**config.mk**
```make
export PLATFORM = sky130hd
export DESIGN_NAME = zhgp_fifo
export DESIGN_NICKNAME = d
export VERILOG_FILES = /design/src/rtl/assert_macros.svh /design/src/rtl/zhgp_pkg.sv /design/src/rtl/zhgp_fifo.sv
export SDC_FILE = /design/constraint.sdc
export NUM_CORES = 1
export LEC_CHECK = 0
export ABC_CLOCK_PERIOD_IN_PS = 3100
export BUFFER_PORTS_ARGS = -buffer_cell sky130_fd_sc_hd__buf_2
export CAP_MARGIN = 25
export CORE_MARGIN = 2
export CORE_UTILIZATION = 50
export DETAILED_ROUTE_END_ITERATION = 8
export PLACE_DENSITY = 0.73
export SYNTH_ARGS = -nofsm -noshare
export SYNTH_HDL_FRONTEND = slang
export SYNTH_SLANG_ARGS = --single-unit
```
**constraint.sdc**
```tcl
create_clock -name clk_i -period 3.1 [get_ports clk_i]
set_clock_uncertainty 0.05 [all_clocks]
set_input_delay 0.465 -clock clk_i [delete_from_list [all_inputs] [get_ports clk_i]]
set_output_delay 0.465 -clock clk_i [all_outputs]
set_load 0.05 [all_outputs]
```
**src/rtl/assert_macros.svh**
```systemverilog
// Assertion macros shared by the zone histogram RTL.
// Define NO_ASSERTIONS to compile the checks out; no other dependencies.
`ifndef ASSERT_MACROS_SVH
`define ASSERT_MACROS_SVH
`ifndef NO_ASSERTIONS
// Check a property on every clock edge outside reset.
`define ZH_ASSERT(lbl, clk, rstn, prop, msg) \
  lbl: assert property (@(posedge clk) disable iff (!rstn) prop) else $error(msg);
// Check that a condition never holds outside reset.
`define ZH_ASSERT_NEVER(lbl, clk, rstn, cond, msg) \
  lbl: assert property (@(posedge clk) disable iff (!rstn) !(cond)) else $error(msg);
`else
`define ZH_ASSERT(lbl, clk, rstn, prop, msg)
`define ZH_ASSERT_NEVER(lbl, clk, rstn, cond, msg)
`endif
`endif

```
**src/rtl/zhgp_pkg.sv**
```systemverilog
// Shared types and constants of the zone histogram block.
// No dependencies; imported by every module of the block.
`timescale 1ns / 1ps

package zhgp_pkg;

  localparam int unsigned CountWidthDef = 16;
  localparam int unsigned QueueDepth    = 4;
  localparam int unsigned GridZones     = 16;
  localparam int unsigned PolarZones    = 36;
  localparam int unsigned GridTables    = 3;
  localparam int unsigned PolarTables   = 2;
  localparam int unsigned NumCells      = GridZones * GridTables + PolarZones * PolarTables;
  localparam int unsigned CellAw        = $clog2(NumCells);
  localparam int unsigned PolarBase     = GridZones * GridTables;
  localparam int unsigned ZoneW         = 6;
  localparam int unsigned OutCountW     = 16;

  // Squared span used when the tracked area collapses to a point: 1.5^2 * 2^32.
  localparam logic [33:0] ZeroSpanSq = 34'd9663676416;

  typedef enum logic [1:0] {
    FUNC_RECORD = 2'd0,
    FUNC_QUERY  = 2'd1,
    FUNC_CLEAR  = 2'd2
  } func_e;

  typedef enum logic [2:0] {
    TBL_GRID_POS  = 3'd0,
    TBL_GRID_MOT  = 3'd1,
    TBL_GRID_ACC  = 3'd2,
    TBL_POLAR_POS = 3'd3,
    TBL_POLAR_MOT = 3'd4
  } table_e;

  typedef enum logic [2:0] {
    CFG_CENTER_X = 3'd0,
    CFG_CENTER_Y = 3'd1,
    CFG_LOWER_X  = 3'd2,
    CFG_LOWER_Y  = 3'd3,
    CFG_UPPER_X  = 3'd4,
    CFG_UPPER_Y  = 3'd5
  } cfg_reg_e;

  typedef enum logic [1:0] {
    OP_RECORD,
    OP_QUERY,
    OP_CLEAR,
    OP_NONE
  } op_e;

  typedef enum logic {
    ST_IDLE,
    ST_UPDATE
  } back_state_e;

  typedef struct packed {
    op_e               op;
    logic [CellAw-1:0] addr;
    logic [ZoneW-1:0]  zone;
  } q_entry_t;

  typedef struct packed {
    logic empty;
    logic full;
  } q_status_t;

  typedef struct packed {
    logic [15:0] center_x;
    logic [15:0] center_y;
    logic [15:0] lower_x;
    logic [15:0] lower_y;
    logic [15:0] upper_x;
    logic [15:0] upper_y;
  } zone_cfg_t;

endpackage

```
**src/rtl/zhgp_fifo.sv**
```systemverilog
// Short queue between the front end and the counter back end.
// Holds classified transactions; uses zhgp_pkg for the entry and status types.
`timescale 1ns / 1ps

module zhgp_fifo import zhgp_pkg::*; #(
  parameter int unsigned Depth = QueueDepth
) (
  input  logic      clk_i,
  input  logic      rst_ni,
  input  logic      push_i,
  input  q_entry_t  push_data_i,
  input  logic      pop_i,
  output q_entry_t  head_o,
  output q_status_t status_o
);

  localparam int unsigned PtrW = (Depth > 1) ? $clog2(Depth) : 1;
  localparam int unsigned CntW = $clog2(Depth + 1);

  q_entry_t          slots_q [Depth];
  logic [PtrW-1:0]   wptr_q, wptr_d, rptr_q, rptr_d;
  logic [CntW-1:0]   cnt_q, cnt_d;
  logic              do_push, do_pop;

  always_comb begin
    do_push = push_i && (cnt_q != CntW'(Depth));
    do_pop  = pop_i && (cnt_q != '0);
    wptr_d  = wptr_q;
    rptr_d  = rptr_q;
    if (do_push) begin
      wptr_d = (wptr_q == PtrW'(Depth - 1)) ? '0 : wptr_q + 1'b1;
    end
    if (do_pop) begin
      rptr_d = (rptr_q == PtrW'(Depth - 1)) ? '0 : rptr_q + 1'b1;
    end
    cnt_d = cnt_q + CntW'(do_push) - CntW'(do_pop);
  end

  always_ff @(posedge clk_i or negedge rst_ni) begin
    if (!rst_ni) begin
      wptr_q <= '0;
      rptr_q <= '0;
      cnt_q  <= '0;
    end else begin
      wptr_q <= wptr_d;
      rptr_q <= rptr_d;
      cnt_q  <= cnt_d;
    end
  end

  always_ff @(posedge clk_i) begin
    if (do_push) begin
      slots_q[wptr_q] <= push_data_i;
    end
  end

  assign head_o         = slots_q[rptr_q];
  assign status_o.empty = (cnt_q == '0);
  assign status_o.full  = (cnt_q == CntW'(Depth));

endmodule

```
### After elaboration in Yosys (flattened, before gate mapping)

Memories as Yosys holds them, arrays and structs flattened.
Cells that the tools add are included.

* memories kept: 1
* flip-flop bits (word level): 7
* bits in writable memories: 60
* input port bits: 19

Memory list
* slots_q: words 4, bits a word 15, read ports 1, clocked after memory_dff 0, write ports 1, line zhgp_fifo.sv:20 `q_entry_t slots_q [Depth];`

* eq/ne operators: 4
* muxes and demuxes: 4
* add/subtract/negate cells: 4
* reduce and logical (&&, ||, !) cells: 4

Operators by type and width (count)
* $add A2 B1 Y2 const B: 2
* $eq A2 B2 Y1 const B: 2
* $mux W2: 2
* $add A3 B1 Y3: 1
* $eq A3 B3 Y1 const B: 1
* $logic_not A3 Y1: 1
* $ne A3 B3 Y1 const B: 1
* $reduce_bool A3 Y1: 1
* $sub A3 B1 Y3: 1
* $logic_and A1 B1 Y1: 2
* $mux W1: 2

### Longest topological paths before layout

* depth after elaboration: 4
* depth in mapped cells: 10
* mapped depth without buffers: 10

### Least setup slack after synthesis

Ideal clock, no wire load.

* path kind: reg-to-reg
* from: reg cnt_q[1]
* to: reg cnt_q[2]
* slack: -0.151 ns
* data arrival time: 3.073 ns
* clock period less this slack: 3.251 ns
* data required time: 2.922 ns
* buffers on the path: 0
* stages on the path, launching flop included: 11
* library setup time: 0.128 ns
* cell sequence: dfrtp_1 nor3_1 nand2b_4 inv_1 ha_1 inv_1 ha_1 inv_1 fa_1 xnor2_1 xnor2_1

* elaborated cells on any way between the ends: 6
* those cells by class: 2 x add/sub; 1 x eq/ne; 3 x reduce/logical

RTL lines
* from (decl): line zhgp_fifo.sv:22 `logic [CntW-1:0] cnt_q, cnt_d;`
* from (signal assigned): line zhgp_fifo.sv:47 `cnt_q <= cnt_d;`
* $reduce_bool A3 Y1: line zhgp_fifo.sv:27 `do_pop = pop_i && (cnt_q != '0);`
* $logic_and A1 B1 Y1: line zhgp_fifo.sv:27
* named net do_pop: line zhgp_fifo.sv:23 `logic do_push, do_pop;`
* $sub A3 B1 Y3: line zhgp_fifo.sv:36 `cnt_d = cnt_q + CntW'(do_push) - CntW'(do_pop);`
* named net cnt_d[2]: line zhgp_fifo.sv:22

The timed path passes the listed nets, and every way through them passes these cells.
A chain may end at the register's enable or synchronous reset.

==> impl_metrics.yaml <==
cts:
  htreeDepth: 3
  cts_buffers: 9
  clkTransAtPathRegs_ps: 60
  clkLatencyLatePin_ps: 320
  root_buffer: "clkbuf_8"
  cts.path.max_buffers: 2
  cts_setup_buffers: 0
  clock_sinks: 67
  tritoncts: "yes"
floorplanning:
  fp.dieH_um: 76.9
  dieArea_um2: 5910
  rows: 26
  pin_count: 36
  core_area_um2: 5110
  fp.dieW_um: 76.9
  start_util_pct: 52.0
timing:
  hold_violations: 0
  setup_violations: 0
  max_slew.worst_pin.slew_ps: 775
  final.setup.worst_slack_ps: 465
  fin_hold_ws_ps: 305
  tns_ps: 0
  rsz0062_at_grt: "false"
  max_slew_margin_pct: 48.3
  fmax_mhz: 380
  period_needed_ps: 2630
  min_period_over_period_pct: 85.0
  final_max_slew_viol_count: 0
grt:
  grt_pass1_wl_mm: 6.29
  grt_pass1_vias: 1295
  grt_use_total_pct: 14.6
  antenna_found_initial: 0
  overflow: 0
  grt_max_degree: 18
drt:
  ant_nets: 0
  routed_wl_mm: 3.81
  vias_per_cell: 5.08
  drtIter0Drc: 109
  drtPass1Iterations: 4
  wire_per_inst_um: 16.1
  vias: 1200
  drc: 0
placed_design:
  io_buffers: 35
  gp_congestion: 0.664
  pre_cts_slack_ps: 761
  dpl.hpwl_mm: 2.56
  dp_cells: 220
pwr:
  ir_drop_mv: 0.617
  leakagePower_nw: 1.14
  p_per_area_nw_per_um2: 1050
worst_setup_path:
  start_kind: "register"
  critPathCaptureType: "primary output"
  cp_max_fo: 12
  arrival_ps: 2120
  crit_type: "reg -> out"
  cp.required_ps: 2580
synthesis:
  syn-instance-count: 118
  syn_area_um2: 2660
  yosys_register_bits: 67
  synth_cell_type_count: 20
  syn_area_per_cell_um2: 22.5
  yosys_warnings: 0
  synthesis.nets: 145
  synth_seq_area_share_pct: 74.4
outcome:
  status: "finished clean"
finish:
  layout.nets: 189
  antennaDiodeCount: 0
  drive_gt1_share_pct: 37.3
  final_cells: 236
  area_growth_pct: 15.7
  n_fill_cell: 396
flow_run:
  cap_violations: 0
worst_hold_path:
  hold_class: "in -> reg"
## cells by family after synthesis
| group | after synthesis | synth area share (%) |
|---|---|---|
| flops | 67 | 74.4 |
| mux | 18 | 15.0 |
| buf+inv | 11 | 2.54 |
| simple gates | 11 | 3.11 |
| fa+ha+maj | 8 | 4.05 |
| xor+xnor | 2 | 0.660 |
| compound gates | 1 | 0.236 |
## sequential cells by signal, summed over array words and instances (netlist names)
register,count
rptr_q,2
wptr_q,2
cnt_q,3
slots_q,60
## report_power, final
group          switching [mW]  leakage [nW]  internal [mW]
Clock                   0.280        0.0882          0.361
Sequential              0.150         0.632           1.21
Combinational           0.799         0.420          0.422
## final timing paths
check,startpoint,to,slack (ps),depth (start not counted)
max,rptr_q[0]$_DFFE_PN0P_,head_o[14],470,3
max in group asynchronous,rst_ni,rptr_q[1]$_DFFE_PN0P_,2390,2
min,push_data_i[8],slots_q[2][8]$_DFFE_PP_,300,1
min reg2reg,wptr_q[0]$_DFFE_PN0P_,wptr_q[0]$_DFFE_PN0P_,560,1
max reg2reg,cnt_q[2]$_DFF_PN0_,cnt_q[2]$_DFF_PN0_,870,10
min in group asynchronous,rst_ni,cnt_q[0]$_DFF_PN0_,450,2
## cell usage in the layout, fill, tap and decap left out, drive strengths merged
cell type,instances
nand2b,1
clkbuf,11
dlygate4sd3,1
nand2,1
and2,4
nor3,1
mux4,15
bufinv,1
dfrtp,7
nor2,2
nor3b,1
clkinv,3
mux2,3
edfxtp,60
ha,7
nor2b,1
o22ai,1
fa,1
inv,7
buf,36
xnor2,2
## layout make-up
| cell class | count | area, µm² | share of cell area (%) |
|---|---|---|---|
| clock buffers | 11 | 131 | 4.27 |
| clock inverters | 4 | 42.5 | 1.38 |
| inverters | 7 | 26.3 | 0.855 |
| multi-input cells | 40 | 617 | 20.1 |
| flip-flops and latches | 67 | 1980 | 64.3 |
| well taps | 70 | 87.6 | 2.85 |
| repair buffers | 37 | 193 | 6.27 |
## synthesized netlist by cell type
| library cell | n | area, µm² |
|---|---|---|
| and2_1 | 4 | 25.0 |
| buf_12 | 1 | 20.0 |
| buf_2 | 2 | 10.0 |
| buf_6 | 1 | 11.3 |
| dfrtp_1 | 7 | 175 |
| edfxtp_1 | 60 | 1800 |
| fa_1 | 1 | 20.0 |
| ha_1 | 7 | 87.6 |
| inv_1 | 7 | 26.3 |
| mux2_2 | 3 | 33.8 |
| mux4_1 | 7 | 184 |
| mux4_2 | 8 | 180 |
| nand2_1 | 1 | 3.75 |
| nand2b_4 | 1 | 13.8 |
| nor2_1 | 2 | 7.51 |
| nor2b_2 | 1 | 8.76 |
| nor3_1 | 1 | 5.00 |
| nor3b_4 | 1 | 18.8 |
| o22ai_1 | 1 | 6.26 |
| xnor2_1 | 2 | 17.5 |
## what timing repair did
action | CTS | global route
gates resized for setup | 0 | 0
hold buffers | 1 | 0
endpoints found under the hold margin | 7 | 0
## stage by stage
step | instance area [µm²] | total power [mW] | util [%]
after global placement | 2890 | 2.59 | 56.6
final | 3070 | 3.22 | 60.2
after floorplan | 2660 | 2.39 | -
after detailed placement | 2890 | 2.63 | 56.6
after CTS | 3070 | 3.27 | 60.2
after global routing | 3070 | 3.40 | 60.2
## metal layers
metal | routed length, µm | GRT usage, %
met2 | 2030 | 24.6
met5 | 0 | 0
met1 | 1560 | 16.6
met3 | 176 | 5.18
met4 | 42 | 7.09
## critical path, cell delays in order, from the launching register on
cell and delay [ps]:
dfrtp_1 700, buf_4 290, mux4_1 570, buf_2 230
(Power assumes the default switching activity.)
