## config.mk

```make
export PLATFORM = sky130hd
export DESIGN_NAME = zhgp_back
export DESIGN_NICKNAME = d
export VERILOG_FILES = /design/src/rtl/zhgp_pkg.sv /design/src/rtl/zhgp_back.sv
export VERILOG_INCLUDE_DIRS = /design/src /design/src/rtl
export SDC_FILE = /design/constraint.sdc
export NUM_CORES = 2
export LEC_CHECK = 0
export BUFFER_PORTS_ARGS = -buffer_cell sky130_fd_sc_hd__buf_2
export CAP_MARGIN = 20
export CORE_MARGIN = 5
export CORE_UTILIZATION = 30
export CTS_BUF_LIST = sky130_fd_sc_hd__clkbuf_2
export CTS_CLUSTER_SIZE = 20
export DETAILED_ROUTE_END_ITERATION = 16
export GPL_TIMING_DRIVEN = 0
export PLACE_DENSITY = 0.54
export SLEW_MARGIN = 20
export SYNTH_ARGS = -nofsm -noshare
export SYNTH_HDL_FRONTEND = slang
export SYNTH_SLANG_ARGS = --single-unit
```

## constraint.sdc

```tcl
create_clock -name clk_i -period 10.1 [get_ports clk_i]
set_input_delay 0.505 -clock clk_i [delete_from_list [all_inputs] [get_ports clk_i]]
set_output_delay 0.505 -clock clk_i [all_outputs]
set_load 0.05 [all_outputs]
```

## src/rtl/assert_macros.svh

```systemverilog
// Assertion macros shared by the zone histogram RTL.
// Define NO_ASSERTIONS to compile the checks out; no other dependencies.
`ifndef ASSERT_MACROS_SVH
`define ASSERT_MACROS_SVH
`ifndef NO_ASSERTIONS
// Check a property on every clock edge outside reset.
`define ZH_ASSERT(lbl, clk, rstn, prop, msg) \
  lbl: assert property (@(posedge clk) disable iff (!rstn) prop) else $error(msg);
// Check that a condition never holds outside reset.
`define ZH_ASSERT_NEVER(lbl, clk, rstn, cond, msg) \
  lbl: assert property (@(posedge clk) disable iff (!rstn) !(cond)) else $error(msg);
`else
`define ZH_ASSERT(lbl, clk, rstn, prop, msg)
`define ZH_ASSERT_NEVER(lbl, clk, rstn, cond, msg)
`endif
`endif

```

## src/rtl/zhgp_pkg.sv

```systemverilog
// Shared types and constants of the zone histogram block.
// No dependencies; imported by every module of the block.
`timescale 1ns / 1ps

package zhgp_pkg;

  localparam int unsigned CountWidthDef = 16;
  localparam int unsigned QueueDepth    = 4;
  localparam int unsigned GridZones     = 16;
  localparam int unsigned PolarZones    = 36;
  localparam int unsigned GridTables    = 3;
  localparam int unsigned PolarTables   = 2;
  localparam int unsigned NumCells      = GridZones * GridTables + PolarZones * PolarTables;
  localparam int unsigned CellAw        = $clog2(NumCells);
  localparam int unsigned PolarBase     = GridZones * GridTables;
  localparam int unsigned ZoneW         = 6;
  localparam int unsigned OutCountW     = 16;

  // Squared span used when the tracked area collapses to a point: 1.5^2 * 2^32.
  localparam logic [33:0] ZeroSpanSq = 34'd9663676416;

  typedef enum logic [1:0] {
    FUNC_RECORD = 2'd0,
    FUNC_QUERY  = 2'd1,
    FUNC_CLEAR  = 2'd2
  } func_e;

  typedef enum logic [2:0] {
    TBL_GRID_POS  = 3'd0,
    TBL_GRID_MOT  = 3'd1,
    TBL_GRID_ACC  = 3'd2,
    TBL_POLAR_POS = 3'd3,
    TBL_POLAR_MOT = 3'd4
  } table_e;

  typedef enum logic [2:0] {
    CFG_CENTER_X = 3'd0,
    CFG_CENTER_Y = 3'd1,
    CFG_LOWER_X  = 3'd2,
    CFG_LOWER_Y  = 3'd3,
    CFG_UPPER_X  = 3'd4,
    CFG_UPPER_Y  = 3'd5
  } cfg_reg_e;

  typedef enum logic [1:0] {
    OP_RECORD,
    OP_QUERY,
    OP_CLEAR,
    OP_NONE
  } op_e;

  typedef enum logic {
    ST_IDLE,
    ST_UPDATE
  } back_state_e;

  typedef struct packed {
    op_e               op;
    logic [CellAw-1:0] addr;
    logic [ZoneW-1:0]  zone;
  } q_entry_t;

  typedef struct packed {
    logic empty;
    logic full;
  } q_status_t;

  typedef struct packed {
    logic [15:0] center_x;
    logic [15:0] center_y;
    logic [15:0] lower_x;
    logic [15:0] lower_y;
    logic [15:0] upper_x;
    logic [15:0] upper_y;
  } zone_cfg_t;

endpackage

```

## src/rtl/zhgp_back.sv

```systemverilog
// Back end: counter memory with read-modify-write sequencer and result register.
// Uses zhgp_pkg and assert_macros.svh.
`timescale 1ns / 1ps
`include "assert_macros.svh"

module zhgp_back import zhgp_pkg::*; #(
  parameter int unsigned CountWidth = CountWidthDef
) (
  input  logic                 clk_i,
  input  logic                 rst_ni,
  input  q_status_t            q_status_i,
  input  q_entry_t             head_i,
  output logic                 pop_o,
  output logic                 result_valid_o,
  output logic [ZoneW-1:0]     zone_index_o,
  output logic [OutCountW-1:0] zone_count_o
);

  back_state_e           state_q, state_d;
  q_entry_t              cur_q;
  logic [CountWidth-1:0] mem_q [NumCells];
  logic [CountWidth-1:0] rd_q;
  logic                  rd_vld_q;
  logic [NumCells-1:0]   valid_q;

  logic [CountWidth-1:0]           cnt_cur, cnt_new;
  logic [CountWidth+OutCountW-1:0] cnt_ext;
  logic [OutCountW-1:0]            cnt_sat;
  logic                            mem_we, clear_all, fire, has_zone;

  logic                  res_valid_q;
  logic [ZoneW-1:0]      res_zone_q;
  logic [OutCountW-1:0]  res_count_q;

  always_comb begin
    case (state_q)
      ST_IDLE:   state_d = q_status_i.empty ? ST_IDLE : ST_UPDATE;
      ST_UPDATE: state_d = ST_IDLE;
      default:   state_d = ST_IDLE;
    endcase
  end

  always_comb begin
    pop_o     = (state_q == ST_IDLE) && !q_status_i.empty;
    fire      = (state_q == ST_UPDATE);
    has_zone  = (cur_q.op == OP_RECORD) || (cur_q.op == OP_QUERY);
    mem_we    = fire && (cur_q.op == OP_RECORD);
    clear_all = fire && (cur_q.op == OP_CLEAR);
    cnt_cur   = rd_vld_q ? rd_q : '0;
    // saturate at the top of the counter range
    cnt_new   = ((cur_q.op == OP_RECORD) && (cnt_cur != '1)) ? cnt_cur + 1'b1 : cnt_cur;
    cnt_ext   = {{OutCountW{1'b0}}, cnt_new};
    cnt_sat   = (cnt_ext > (CountWidth + OutCountW)'({OutCountW{1'b1}})) ?
                {OutCountW{1'b1}} : cnt_ext[OutCountW-1:0];
  end

  always_ff @(posedge clk_i or negedge rst_ni) begin
    if (!rst_ni) begin
      state_q     <= ST_IDLE;
      valid_q     <= '0;
      res_valid_q <= 1'b0;
    end else begin
      state_q     <= state_d;
      res_valid_q <= fire;
      if (clear_all) begin
        valid_q <= '0;
      end else if (mem_we) begin
        valid_q[cur_q.addr] <= 1'b1;
      end
    end
  end

  always_ff @(posedge clk_i) begin
    if (mem_we) begin
      mem_q[cur_q.addr] <= cnt_new;
    end
    if (pop_o) begin
      rd_q     <= mem_q[head_i.addr];
      rd_vld_q <= valid_q[head_i.addr];
      cur_q    <= head_i;
    end
    if (fire) begin
      res_zone_q  <= has_zone ? cur_q.zone : '0;
      res_count_q <= has_zone ? cnt_sat : '0;
    end
  end

  assign result_valid_o = res_valid_q;
  assign zone_index_o   = res_zone_q;
  assign zone_count_o   = res_count_q;

  `ZH_ASSERT_NEVER(a_rec_nonzero, clk_i, rst_ni, mem_we && (cnt_new == '0), "record wrote zero")
  `ZH_ASSERT(a_res_after_upd, clk_i, rst_ni, res_valid_q |-> $past(state_q == ST_UPDATE), "stray result")
  `ZH_ASSERT(a_clear_valid, clk_i, rst_ni, clear_all |=> (valid_q == '0), "clear left counters")

endmodule

```

**After elaboration in Yosys (flattened, before gate mapping)**

Memories as Yosys holds them, arrays and structs flattened. A register that Yosys moved wholly into a read port is not among the register bits.
Cells that the tools add are included.

- Add/subtract/negate cells: 1
- Multiply operators: 0
- Divide/modulo/power cells: 0
- Magnitude comparators: 3
- Eq/ne operators: 3
- Shift operators: 0
- Multiplexer cells: 12
- Bitwise operators: 2
- Reductions and logical operators: 9

Operators with widths:

| kind | number |
|---|---|
| 120-bit two-way mux | 2 |
| 120-bit bitwise OR | 1 |
| 16-bit two-way mux | 2 |
| 16-bit by 1-bit adder with 16-bit output (second input constant) | 1 |
| 7-bit by 8-bit < comparator with 1-bit output (second input constant) | 2 |
| 16-bit != test (second input constant) | 1 |
| 1-bit binary-select mux with 7-bit select | 1 |
| 1-bit demux with 7-bit select | 1 |
| 7-bit by 1-bit greater-or-equal comparator with 1-bit output (second input constant) | 1 |
| 1-bit logical AND | 5 |
| 1-bit two-way mux | 5 |
| 2-bit by 1-bit == test with 1-bit output (second input constant) | 1 |
| 2-bit == test (second input constant) | 1 |
| 2-bit logical NOT | 1 |
| 1-bit one-hot mux with 2 select lines | 1 |
| 2-bit nonzero test | 1 |
| 1-bit logical NOT | 1 |
| 1-bit logical OR | 1 |
| 1-bit NOT | 1 |

- Flip-flop bits (word level): 160
- Bits in latches: 0
- RAM bits: 1920
- ROM bits: 0
- Bits of input ports: 19
- Memories: 1

Memories:

| name | words | width | rd ports | clocked after memory_dff | wr ports | RTL line | text |
|---|---|---|---|---|---|---|---|
| mem_q | 120 | 16 | 1 | 1 | 1 | zhgp_back.sv:21 | `logic [CountWidth-1:0] mem_q [NumCells];` |

**Logic depth before layout (Yosys ltp)**

- Depth after elaboration: 7
- Mapped depth: 13
- Gate-level depth less buffers: 6

**Least setup slack after synthesis**

Ideal clock, no wire load.

- Path type: register to register
- From: register rd_q[2] (read register of mem_q)
- To: memory mem_q[0][5] in the netlist's numbering (data pin)
- Setup time: 1151 ps
- Arrival time: 6097 ps
- Data required time: 8949 ps
- Slack: 2852 ps
- Cell stages (with the launch flop): 7
- Clock period less this slack: 7248 ps
- Cells stage by stage: edfxtp_1 -> and4_1 -> and2_1 -> a21oi_1 -> and2_1 -> a31oi_1 -> nor3b_1

- Longest elaborated chain between the ends: 4

Ends and longest elaborated chain:

| item | RTL line | text |
|---|---|---|
| from (decl) | zhgp_back.sv:22 | `logic [CountWidth-1:0] rd_q;` |
| 16-bit two-way mux * | zhgp_back.sv:49 | `cnt_cur = rd_vld_q ? rd_q : '0;` |
| parallel branches: the longest is 2 deep, another holds 16-bit by 1-bit adder with 16-bit output | n/a |  |
| 16-bit two-way mux * | zhgp_back.sv:51 | `cnt_new = ((cur_q.op == OP_RECORD) && (cnt_cur != '1)) ? cnt_cur + 1'b1 : cnt_cur;` |
| via cnt_new[5] | zhgp_back.sv:26 | `logic [CountWidth-1:0] cnt_cur, cnt_new;` |
| to (decl) | zhgp_back.sv:21 |  |

Mark *: on every way through the listed nets, which the timed path passes.

==> qor.txt <==
Layout net count - 4666
Initial DRC count - 7640
Drt total wl - 319000 um
Routability cong. - 0.975
Area grow syn2layout - 18.9%
Actual slew at the worst max-slew pin - 1.31 ns
Worst R2R Setup Slack - 5.63 ns
Slew headroom - 12.5%
Primary FF master, synth - edfxtp_1
Register area share after synthesis - 76.0%
Slowest cell on crit path - o32ai_1
Largest net degree at the start of global routing - 75
Clk sink count - 2096
CTS tree - yes
GRT Overall Usage - 22.0%
Crit path required time - 11.61 ns
Antenna viol nets, final - 0
Via count - 48300
Worst hold slack - 0.180 ns
Max incr delay on CP - 0.88 ns
Number of synthesized register bits - 2096
Max Clk Rate - 0.223 GHz
Unique cell type count in the Yosys netlist - 76
Antenna violations before repair - 22
Status - finished, violations left
Wire per inst - 37.1 um
Syn Nets - 3806
Die Wd - 533 um
Crit path launch type - input port
Synth top area cells - edfxtp_1 (72%), mux4_2 (14%), dfrtp_1 (3.7%)
Post-Syn Area - 82000 sq um
DRC violations left - 3
Register Area - 62300 sq um
Crit path capture type - register
Worst-case clock buffer depth - 4
RSZ-0062 raised after global routing - false
Area leader, netlist - edfxtp_1
Worst Path Max Fanout - 10
Multi-input gate area - 19000 sq um
Resized Gates After CTS - 0
WP data arrival - 5.99 ns
CP Class - input port to register
Setup violators final - 0
PwrDens - 172 nW/um^2
Clk_skew - 0.198 ns
IO buf count - 41
Minimum clock period - 4.48 ns
Synthesized netlist cell count - 3787
Row count - 192
Final Hold Viols - 0
Worst vdd ir - 0.0697 mV
Final Total Pwr - 16.7 mW
Vias in the first global route - 47500
Avg Inst Size Synth - 21.6 sq um
Post-synth EDFFs - 1974
CTS Root Cell - clkbuf_2
Reg clk slew, reported paths - 0.11 ns
Gr ovfl total - 0
Post-synth top area share - 72.3%
I/O pins - 43
TritonCTS buffer count - 564
Worst-path cell chain - dlygate4sd3_1 > buf_2 > buf_2 > buf_2 > buf_4 > clkbuf_2 > clkbuf_2 > nand2_1 > nand2_1 > o22ai_1 > o32ai_1
Hpwl dp - 214000 um
Final Max Tran Viols - 0
Leak - 33.7 nW
Clk_lat worst skew - 1.90 ns
YS warnings - 0
FFs w/ async S/R, synth - 5.82%
Die height - 533 um
Hold WC Path Type - input port to register
Delay-heaviest family, CP - buffers and inverters
# fillers - 25300
Die Footprint - 284000 sq um
Crit share post-route - 44.3%
First drt pass iteration count - 13
First-pass GRT wire length - 422000 um
Share of cells above drive strength 1 - 39.4%
Failing checks - DRC
WP buf/inv - 7
# Max-Cap Violations - 0
Core ar. - 273000 sq um
Worst path most repeated cell - buf_2
DR vias/cell - 5.62
Starting Density - 30.0%
H-tree depth - 6
==> layout by cell type, fill, tap and decap left out, types with 46 or more instances in the layout <==
cell type / synthesis / final
nand2_1: 124 / 124
nor2_1: 168 / 46
edfxtp_1: 1974 / 1974
buf_4: 40 / 56
mux2i_1: 159 / 157
buf_16: 0 / 105
a21o_1: 120 / 120
nor2_4: 1 / 122
clkbuf_2: 0 / 868
buf_2: 56 / 101
mux4_2: 503 / 503
dfrtp_1: 122 / 121
buf_12: 24 / 89
clkinv_1: 1 / 48
==> cells in the mapped netlist, drive strengths merged (3+ instances only) <==
cell and count:
nor2b 42, dfrtp 122, a211oi 17, mux2 14, mux4 514, xnor2 5
o221ai 8, o211ai 5, a221o 8, a21oi 35, o311ai 5, xor2 4
edfxtp 1974, a41oi 3, a31oi 12, a32oi 3, buf 150, nand4 3
o22ai 22, nor2 169, and3 6, nand2 124, nand2b 13, nor3b 4
a22oi 21, o21ai 36, inv 4, and2 8, o31ai 6, nor3 14
a311oi 8, clkbuf 61, a2111oi 4, a21o 120, nand3 32, a221oi 23
mux2i 159
==> stage by stage <==
| stage | TNS, ns | area, sq um | cells | utilization [%] | worst slack (ns) |
|---|---|---|---|---|---|
| after floorplan | 0 | 82000 | 3787 | - | 2.85 |
| after global placement | -1515.38 | 86700 | 7417 | 31.8 | -4.20 |
| after detailed placement | 0 | 92300 | 7624 | 33.8 | 4.64 |
| after CTS | 0 | 97400 | 8586 | 35.7 | 5.95 |
| after global routing | 0 | 97400 | 8595 | 35.7 | 5.58 |
| final | 0 | 97400 | 8608 | 35.7 | 5.62 |
==> cell families after synthesis <==
group           after synthesis  synth area share, %
flops                      2096                 76.0
mux                         687                 16.3
simple gates                424                 2.31
compound gates              355                 3.17
buf+inv                     216                 2.08
xor+xnor                      9               0.0962
==> worst paths after layout <==
kind                               from            to  cells after the start
max                           head_i[8]       rd_q[9]                     11
min                           head_i[8]      cur_q[8]                      3
max reg2reg                   cur_q[14]  mem_q[19][1]                     12
min reg2reg                valid_q[106]  valid_q[106]                      1
max in group asynchronous        rst_ni    valid_q[9]                      6
min in group asynchronous        rst_ni   valid_q[67]                      5
==> worst register-to-register path, delay by kind of cell (launching register included) <==
| kind | cells | cell delay [ns] |
|---|---|---|
| AOI/OAI and AO/OA | 1 | 0.22 |
| buffers and inverters | 9 | 2.07 |
| DFF | 1 | 0.44 |
| and+or+nand+nor | 2 | 1.50 |
==> metal layers <==
metal / GRT usage, % / share of wire (%) / wire (um)
met5: 0 / 0.027 / 86
met4: 12.2 / 6.4 / 20500
met3: 8.68 / 13 / 42300
met2: 32.4 / 44 / 140000
met1: 27.8 / 36 / 116000
==> area by class of cell <==
cell class                      count  area share, %
Antenna cell                       22         0.0565
Buffer                            211           1.76
Clock buffer                      846           4.34
Clock inverter                     70          0.367
Inverter                            5         0.0193
Multi-Input combinational cell   1475           19.5
Sequential cell                  2096           64.0
Tap cell                         3589           4.61
Timing Repair Buffer              294           5.39
==> where the power goes <==
part | switching [mW] | total [mW] | internal (mW)
clock network | 3.52 | 5.77 | 2.25
logic | 0.941 | 1.37 | 0.430
registers | 0.0184 | 9.58 | 9.56
total | 4.48 | 16.7 | 12.2
==> sequential cells by signal (all words and copies together) (netlist names) <==
register / count
zone_index_o: 6
fire: 1
cur_q: 15
rd_vld_q: 1
zone_count_o: 16
result_valid_o: 1
rd_q: 16
valid_q: 120
mem_q: 1920
==> timing repair <==
action,4_1_cts,5_1_grt
endpoints found under the hold margin,180,0
buffers inserted,0,0
hold buffers,46,0
Note: power is estimated with default switching activity, not from simulation.
