--- src/rtl/assert_macros.svh ---
// Assertion macros shared by the zone histogram RTL.
// Define NO_ASSERTIONS to compile the checks out; no other dependencies.
`ifndef ASSERT_MACROS_SVH
`define ASSERT_MACROS_SVH
`ifndef NO_ASSERTIONS
// Check a property on every clock edge outside reset.
`define ZH_ASSERT(lbl, clk, rstn, prop, msg) \
  lbl: assert property (@(posedge clk) disable iff (!rstn) prop) else $error(msg);
// Check that a condition never holds outside reset.
`define ZH_ASSERT_NEVER(lbl, clk, rstn, cond, msg) \
  lbl: assert property (@(posedge clk) disable iff (!rstn) !(cond)) else $error(msg);
`else
`define ZH_ASSERT(lbl, clk, rstn, prop, msg)
`define ZH_ASSERT_NEVER(lbl, clk, rstn, cond, msg)
`endif
`endif

--- src/rtl/zhgp_pkg.sv ---
// Shared types and constants of the zone histogram block.
// No dependencies; imported by every module of the block.
`timescale 1ns / 1ps

package zhgp_pkg;

  localparam int unsigned CountWidthDef = 16;
  localparam int unsigned QueueDepth    = 4;
  localparam int unsigned GridZones     = 16;
  localparam int unsigned PolarZones    = 36;
  localparam int unsigned GridTables    = 3;
  localparam int unsigned PolarTables   = 2;
  localparam int unsigned NumCells      = GridZones * GridTables + PolarZones * PolarTables;
  localparam int unsigned CellAw        = $clog2(NumCells);
  localparam int unsigned PolarBase     = GridZones * GridTables;
  localparam int unsigned ZoneW         = 6;
  localparam int unsigned OutCountW     = 16;

  // Squared span used when the tracked area collapses to a point: 1.5^2 * 2^32.
  localparam logic [33:0] ZeroSpanSq = 34'd9663676416;

  typedef enum logic [1:0] {
    FUNC_RECORD = 2'd0,
    FUNC_QUERY  = 2'd1,
    FUNC_CLEAR  = 2'd2
  } func_e;

  typedef enum logic [2:0] {
    TBL_GRID_POS  = 3'd0,
    TBL_GRID_MOT  = 3'd1,
    TBL_GRID_ACC  = 3'd2,
    TBL_POLAR_POS = 3'd3,
    TBL_POLAR_MOT = 3'd4
  } table_e;

  typedef enum logic [2:0] {
    CFG_CENTER_X = 3'd0,
    CFG_CENTER_Y = 3'd1,
    CFG_LOWER_X  = 3'd2,
    CFG_LOWER_Y  = 3'd3,
    CFG_UPPER_X  = 3'd4,
    CFG_UPPER_Y  = 3'd5
  } cfg_reg_e;

  typedef enum logic [1:0] {
    OP_RECORD,
    OP_QUERY,
    OP_CLEAR,
    OP_NONE
  } op_e;

  typedef enum logic {
    ST_IDLE,
    ST_UPDATE
  } back_state_e;

  typedef struct packed {
    op_e               op;
    logic [CellAw-1:0] addr;
    logic [ZoneW-1:0]  zone;
  } q_entry_t;

  typedef struct packed {
    logic empty;
    logic full;
  } q_status_t;

  typedef struct packed {
    logic [15:0] center_x;
    logic [15:0] center_y;
    logic [15:0] lower_x;
    logic [15:0] lower_y;
    logic [15:0] upper_x;
    logic [15:0] upper_y;
  } zone_cfg_t;

endpackage

--- src/rtl/zhgp_front.sv ---
// Front end: classifies a transaction and maps its point to a counter cell.
// Three register stages (offsets, squares, sector and radius terms). Uses zhgp_pkg.
`timescale 1ns / 1ps

module zhgp_front import zhgp_pkg::*; (
  input  logic        clk_i,
  input  logic        rst_ni,
  input  logic        accept_i,
  input  logic [1:0]  func_i,
  input  logic [2:0]  table_sel_i,
  input  logic [15:0] point_x_i,
  input  logic [15:0] point_y_i,
  input  zone_cfg_t   cfg_i,
  output logic        push_o,
  output q_entry_t    entry_o
);

  typedef struct packed {
    logic xpos;
    logic xneg;
    logic ypos;
    logic yneg;
  } quad_t;

  // Stage 1: offsets and classification
  logic [16:0]       dx, dy;
  logic [15:0]       ax, ay, spx, spy;
  op_e               op;
  logic [CellAw-1:0] base;
  logic              polar;
  quad_t             quad;

  logic              v1_q, v2_q, v3_q;
  op_e               op1_q, op2_q, op3_q;
  logic              pol1_q, pol2_q, pol3_q;
  logic [CellAw-1:0] base1_q, base2_q, base3_q;
  logic [3:0]        gz1_q, gz2_q, gz3_q;
  quad_t             quad1_q, quad2_q;
  logic [15:0]       ax1_q, ay1_q, spx1_q, spy1_q;

  // Stage 2: squares
  logic [31:0]       ax2_q, ay2_q, sx2_q, sy2_q;

  // Stage 3: sector, r^2 and span^2
  logic [33:0]       ax2x3, ay2x3;
  logic [1:0]        band;
  logic [3:0]        sector;
  logic [32:0]       r2, span_raw;
  logic [33:0]       span2;
  logic [3:0]        sector3_q;
  logic [32:0]       r2_q;
  logic [33:0]       span2_q;

  // Stage 4: ring and address
  logic [36:0]       r9;
  logic [1:0]        ring;
  logic [ZoneW-1:0]  pzone, zone;

  always_comb begin
    dx    = {1'b0, point_x_i} - {1'b0, cfg_i.center_x};
    dy    = {1'b0, point_y_i} - {1'b0, cfg_i.center_y};
    ax    = dx[16] ? 16'(-dx) : dx[15:0];
    ay    = dy[16] ? 16'(-dy) : dy[15:0];
    spx   = (cfg_i.upper_x >= cfg_i.lower_x) ? cfg_i.upper_x - cfg_i.lower_x
                                             : cfg_i.lower_x - cfg_i.upper_x;
    spy   = (cfg_i.upper_y >= cfg_i.lower_y) ? cfg_i.upper_y - cfg_i.lower_y
                                             : cfg_i.lower_y - cfg_i.upper_y;
    quad.xpos = !dx[16] && (dx != '0);
    quad.xneg = dx[16];
    quad.ypos = !dy[16] && (dy != '0);
    quad.yneg = dy[16];

    case (func_i)
      FUNC_RECORD: op = OP_RECORD;
      FUNC_QUERY:  op = OP_QUERY;
      FUNC_CLEAR:  op = OP_CLEAR;
      default:     op = OP_NONE;
    endcase
    if ((op == OP_RECORD || op == OP_QUERY) &&
        !(table_sel_i inside {[TBL_GRID_POS:TBL_POLAR_MOT]})) begin
      op = OP_NONE;
    end

    polar = table_sel_i inside {TBL_POLAR_POS, TBL_POLAR_MOT};
    case (table_sel_i)
      TBL_GRID_POS:  base = '0;
      TBL_GRID_MOT:  base = CellAw'(GridZones);
      TBL_GRID_ACC:  base = CellAw'(2 * GridZones);
      TBL_POLAR_POS: base = CellAw'(PolarBase);
      TBL_POLAR_MOT: base = CellAw'(PolarBase + PolarZones);
      default:       base = '0;
    endcase
  end

  always_ff @(posedge clk_i or negedge rst_ni) begin
    if (!rst_ni) begin
      v1_q <= 1'b0;
      v2_q <= 1'b0;
      v3_q <= 1'b0;
    end else begin
      v1_q <= accept_i;
      v2_q <= v1_q;
      v3_q <= v2_q;
    end
  end

  always_ff @(posedge clk_i) begin
    op1_q   <= op;
    pol1_q  <= polar;
    base1_q <= base;
    gz1_q   <= {point_y_i[15:14], point_x_i[15:14]};
    quad1_q <= quad;
    ax1_q   <= ax;
    ay1_q   <= ay;
    spx1_q  <= spx;
    spy1_q  <= spy;

    op2_q   <= op1_q;
    pol2_q  <= pol1_q;
    base2_q <= base1_q;
    gz2_q   <= gz1_q;
    quad2_q <= quad1_q;
    ax2_q   <= ax1_q * ax1_q;
    ay2_q   <= ay1_q * ay1_q;
    sx2_q   <= spx1_q * spx1_q;
    sy2_q   <= spy1_q * spy1_q;

    op3_q     <= op2_q;
    pol3_q    <= pol2_q;
    base3_q   <= base2_q;
    gz3_q     <= gz2_q;
    sector3_q <= sector;
    r2_q      <= r2;
    span2_q   <= span2;
  end

  // Sector: 30 degree band within the quadrant, then fold by quadrant.
  // Points on an axis take the higher sector; the center itself is sector zero.
  always_comb begin
    ax2x3 = {2'b0, ax2_q} + {1'b0, ax2_q, 1'b0};
    ay2x3 = {2'b0, ay2_q} + {1'b0, ay2_q, 1'b0};
    if (ay2x3 < {2'b0, ax2_q}) begin
      band = 2'd0;
    end else if ({2'b0, ay2_q} < ax2x3) begin
      band = 2'd1;
    end else begin
      band = 2'd2;
    end

    if (quad2_q.xpos) begin
      sector = quad2_q.yneg ? 4'd11 - {2'b0, band} : {2'b0, band};
    end else if (quad2_q.xneg) begin
      if (quad2_q.ypos) begin
        sector = 4'd5 - {2'b0, band};
      end else if (!quad2_q.yneg) begin
        sector = 4'd6;
      end else begin
        sector = 4'd6 + {2'b0, band};
      end
    end else begin
      sector = quad2_q.ypos ? 4'd3 : (quad2_q.yneg ? 4'd9 : 4'd0);
    end

    r2       = {1'b0, ax2_q} + {1'b0, ay2_q};
    span_raw = {1'b0, sx2_q} + {1'b0, sy2_q};
    span2    = (span_raw == '0) ? ZeroSpanSq : {1'b0, span_raw};
  end

  // Ring: compare 9*r^2 against span^2 and 4*span^2, saturate at the outer ring.
  always_comb begin
    r9 = {4'b0, r2_q} + {1'b0, r2_q, 3'b0};
    if (r9 < {3'b0, span2_q}) begin
      ring = 2'd0;
    end else if (r9 < {1'b0, span2_q, 2'b0}) begin
      ring = 2'd1;
    end else begin
      ring = 2'd2;
    end
    case (ring)
      2'd0:    pzone = {2'b0, sector3_q};
      2'd1:    pzone = {2'b0, sector3_q} + 6'd12;
      default: pzone = {2'b0, sector3_q} + 6'd24;
    endcase
    zone = pol3_q ? pzone : {2'b0, gz3_q};

    push_o        = v3_q;
    entry_o.op    = op3_q;
    entry_o.zone  = zone;
    entry_o.addr  = base3_q + CellAw'(zone);
  end

endmodule

--- config.mk ---
export PLATFORM = sky130hd
export DESIGN_NAME = zhgp_front
export DESIGN_NICKNAME = d
export VERILOG_FILES = /design/src/rtl/assert_macros.svh /design/src/rtl/zhgp_pkg.sv /design/src/rtl/zhgp_front.sv
export SDC_FILE = /design/constraint.sdc
export NUM_CORES = 2
export LEC_CHECK = 0
export BUFFER_PORTS_ARGS = -buffer_cell sky130_fd_sc_hd__buf_2
export CAP_MARGIN = 20
export CORE_ASPECT_RATIO = 1.2
export CORE_MARGIN = 5
export CORE_UTILIZATION = 52
export CTS_CLUSTER_SIZE = 8
export DETAILED_ROUTE_END_ITERATION = 16
export PLACE_DENSITY = 0.77
export SETUP_SLACK_MARGIN = 0.1
export SLEW_MARGIN = 5
export SYNTH_ARGS = -nofsm -noshare
export SYNTH_HDL_FRONTEND = slang
export SYNTH_SLANG_ARGS = --single-unit
--- constraint.sdc ---
create_clock -name clk_i -period 13.3 [get_ports clk_i]
set_input_delay 0 -clock clk_i [delete_from_list [all_inputs] [get_ports clk_i]]
set_output_delay 0 -clock clk_i [all_outputs]
set_load 0.005 [all_outputs]
Word level (Yosys, flattened, before mapping)
Index checks and enable logic that the tools add are counted.
Word-level totals
  output and inout bits: 16
  word-level logic and storage cells: 109
  register bits after elaboration: 316
  bits of input ports: 136
Cells by class
  add/subtract/negate cells: 19
  multiplexer cells: 20
  reductions and logical operators: 15
  equal/unequal tests: 8
  order comparisons: 8
  $mul: 4
Operators with widths (count)
  16-bit by 16-bit multiplier with 32-bit output: 4
  32-bit by 33-bit adder with 34-bit output: 2
  32-bit by 32-bit adder with 33-bit output: 2
  16-bit two-way mux: 4
  16-bit subtractor: 4
  33-bit by 36-bit adder with 37-bit output: 1
  37-bit by 34-bit < comparator with 1-bit output: 1
  37-bit by 36-bit < comparator with 1-bit output: 1
  32-bit by 34-bit < comparator with 1-bit output: 1
  34-bit by 32-bit < comparator with 1-bit output: 1
  34-bit two-way mux: 1
  17-bit nonzero test: 2
  16-bit by 16-bit subtractor with 17-bit output: 2
  33-bit logical NOT: 1
  16-bit >= comparator: 2
  16-bit negation: 2
  4-bit two-way mux: 7
  7-bit one-hot mux with 4 select lines: 1
  6-bit one-hot mux with 2 select lines: 1
  2-bit two-way mux: 4
  7-bit by 6-bit adder with 7-bit output: 1
  4-bit by 5-bit adder with 6-bit output, second input constant: 1
  2-bit by 1-bit == test with 1-bit output, second input constant: 3
  3-bit by 2-bit == test with 1-bit output, second input constant: 2
  other kinds (16): 23

Depth between registers and ports, before layout
  depth after elaboration: 9
  mapped depth: 28

Worst setup path after synthesis
No wires, ideal clock.
  path type: flip-flop to flip-flop
  start point: register spx1_q[1]
  end point: register sx2_q[31]
  cell stages (with the launch flop): 25
  required time: 13.228 ns
  clock period less this slack: 6.591 ns
  path slack: 6.709 ns
  arrival time: 6.519 ns
  path through: dfxtp_1 clkbuf_1 and2_1 fa_1 inv_1 fa_1 inv_1 fa_1 inv_1 fa_1 inv_1 fa_1 fa_1 ha_1 a21o_1 a21o_1 a21oi_1 nor2b_1 a311oi_1 o21ai_0 o41ai_1 nor3_1 a2111o_1 a21oi_1 xnor2_1
On the way
  word-level cells in the longest chain between the ends: 1
Ends and longest elaborated chain
  start: declaration: line zhgp_front.sv:39  | logic [15:0] ax1_q, ay1_q, spx1_q, spy1_q;
  start signal: assignment: line zhgp_front.sv:115  | spx1_q <= spx;
  16-bit by 16-bit multiplier with 32-bit output: line zhgp_front.sv:125  | sx2_q <= spx1_q * spx1_q;
  end signal: assignment: line zhgp_front.sv:125
  end: declaration: line zhgp_front.sv:42  | logic [31:0] ax2_q, ay2_q, sx2_q, sy2_q;
Every way passes these cells.
A chain may end at the register's enable or synchronous reset.

Final worst setup path
  start point: register spx1_q[4]
  end point: register sx2_q[31]
Same word-level chain as after synthesis.

==> results_dict.tcl <==
set metrics [dict create \
    status "finished, final reports clean" \
    ys_dominant_reg_cell "dfxtp_1" \
    holdPathStages 4 \
    cpMostUsedCell "fa_1" \
    path_depth 23 \
    setup.worst_path.class "flip-flop to flip-flop" \
    grt_antenna_before_repair 0 \
    clock.fmax_mhz 131 \
    ys_ff_latch 300 \
    cp.required_ps 13830 \
    via_per_inst 5.39 \
    met3WireLength_mm 4.60 \
    holdCritStartpoint "cfg_i[11]" \
    drcViolationCount 0 \
    die_area_um2 102000 \
    reg2reg_from "spx1_q[4]" \
    dr_wl_met2_mm 58.7 \
    area_growth_pct 8.85 \
    worstPathArrival_ps 8160 \
    die_h_um 348 \
    hold_path_class "primary input to flip-flop" \
    finalMaxSlewViolations 0 \
    synth_area_um2 49600 \
    first_pass_iters 7 \
    clock_skew_ps 27.3 \
    postSynthAreaPerCell_um2 8.83 \
    grt_max_degree 27 \
    regArea_um2 6020 \
    yosysSeqAreaShare_pct 12.1 \
    slowest_stage "a311oi_1" \
    cts.clk_slew.worst_paths_ps 50 \
    drv_cap 0 \
    worst-path-buf-inv 5 \
    timing.final.crit_share_pct 57.4 \
    cts_setup_buffers 0 \
    end_kind "flip-flop" \
    worst_setup_path_start_kind "flip-flop" \
    topRoutingLayerUsed "met4" \
    grt_overflow 0 \
    final_layout_size_suffix_gt1_share_pct 4.65 \
    relSlewSlack_pct 30.8 \
    cts-root-buf "clkbuf_16" \
    diodes 0 \
    htree_num_levels 2 \
    finalSetupViolations 0 \
    clock-sinks 300 \
    cts_tree "yes" \
    vias 38342 \
    num_rows 124 \
    grt_usage_pct 22.2 \
    crit_chain "inv_1 > nor2_1 > fa_1 > inv_1 > fa_1 > fa_1 > inv_1 > fa_1 > inv_1 > fa_1 > inv_1 > fa_1 > ha_1 > a21o_1 > a21oi_1 > nor2b_1 > a311oi_1 > o21ai_0 > o41ai_1 > nor3_1 > a2111o_1 > a21oi_1 > xnor2_1" \
    hold_end "spy1_q[11]" \
    die_w_um 292 \
    cpLargestDelayFamily "adder cells" \
    wl_met1_mm 45.5 \
    final_common_cell "inv_1" \
    insertion_delay_ps 600 \
    worst_pin_slew_ps 1010 \
    period_minus_slack_ps 7630 \
    synth-edff-count 0 \
    nets 7425 \
    final_hold_viol_count 0 \
    antenna_left 0 \
    rsz0062_at_grt "no" \
    place_congestion 0.909 \
    fin_tns_setup_ps 0 \
    grt_pass1_wl_mm 191 \
    initial_core_util_pct 52.2 \
    mostFrequentLayoutCells "1176 x inv_1, 785 x ha_1, 665 x fa_1" \
    slowest_delay_ps 680 \
    synth-warning-count 0 \
    cts_inserted_buffers 45 \
    grt_pass1_vias 40968 \
    nFillCells 8216 \
    r2r_end "sx2_q[31]" \
    drt_iter0_drc 1870 \
    fp.coreArea_um2 95000 \
    async_reset_ff_share_pct 1.00 \
    reg2regPathDepth 23 \
    drt_wl_total_mm 113 \
    io_pins 152 \
    postSynthCellCount 5618 \
    cts_buffer_depth 3 \
    port_buffers 151 \
    dp_hpwl_mm 92.7 \
    r2r_setup_slack_ps 5670 \
    multi_input_area_um2 38800 \
    synth.distinct_cells 83 \
    wl_per_cell_um 15.9 \
    crit_fanout 14 \
]
## area by class of cell
type | count | share of cell area, %
flip-flops and latches | 300 | 11.2
inverters | 1178 | 8.19
well taps | 1260 | 2.92
clock buffers | 50 | 2.16
clock inverters | 6 | 0.114
repair buffers | 272 | 3.62
multi-input cells | 4042 | 71.9
## timing repair
action / CTS / global route
hold buffers: 113 / 0
gates resized for setup: 0 / 0
hold endpoints to repair: 71 / 0
## state kept, by name, indices dropped and copies added (netlist names), 4 cells and up
name / cells
quad2_q: 4
gz1_q: 4
sy2_q: 31
sx2_q: 31
ay2_q: 31
sector3_q: 4
r2_q: 33
ax1_q: 16
span2_q: 34
gz3_q: 4
ay1_q: 16
spx1_q: 16
gz2_q: 4
ax2_q: 31
quad1_q: 4
spy1_q: 16
## cells in the mapped netlist, drive strengths merged, types with 34 or more instances
master,instances,share of area (%)
a211oi,34,0.52
nor3,64,0.65
dfxtp,297,12
a21o,140,2.1
o21bai,47,0.71
nand2,354,2.7
o21a,45,0.68
inv,1177,8.9
xor2,105,1.9
fa,665,27
clkbuf,95,0.72
nand2b,55,0.69
o21ai,181,1.8
nand3,62,0.63
a21oi,299,3.0
and2,222,2.8
nor2,285,2.2
nor2b,72,0.91
ha,785,20
xnor2,237,4.2
## metrics by stage
stage	worst slack (ps)	hold WS (ps)	area, um2	util [%]	instances
finish	5670	34.4	54000	56.9	7108
global route	5110	51.1	54000	56.9	7108
CTS	5650	1.05	54000	56.9	7107
detailed placement	5680	-200	51600	54.4	6938
global placement	5660	-208	51600	54.4	6938
floorplan	6710	-296	49600	-	5619
## worst max path at each step
stage / from / end
5_1_grt: spx1_q[4] / sx2_q[31]
4_1_cts: spx1_q[4] / sx2_q[31]
6_report: spx1_q[4] / sx2_q[31]
3_3_place_gp: spx1_q[4] / sx2_q[31]
2_1_floorplan: spx1_q[1] / sx2_q[31]
3_5_place_dp: spx1_q[4] / sx2_q[31]
## cell families after synthesis
family	share of synthesized area, %
XOR/XNOR	6.04
AND/OR/NAND/NOR	12.7
multiplexers	0.620
flip-flops	12.1
other	0.00756
AO/OA/AOI/OAI	12.1
adder cells (fa/ha/maj)	46.6
buffers and inverters	9.68
## worst min-delay path: cells and delay by family
kind	cells	cell delay (ps)
adders and majority gates	1	300
buffers and inverters	2	160
xor gates and xnor gates	1	110
## routing by layer
metal	GRT usage (%)	vias up
met3	2.51	279
li1	-	18561
met5	0	-
met1	26.3	18648
met4	7.90	0
met2	41.6	854
Power is left out: the tool's default activity adds up to more than one toggle a clock period on the data nets, which glitch-free logic cannot reach.
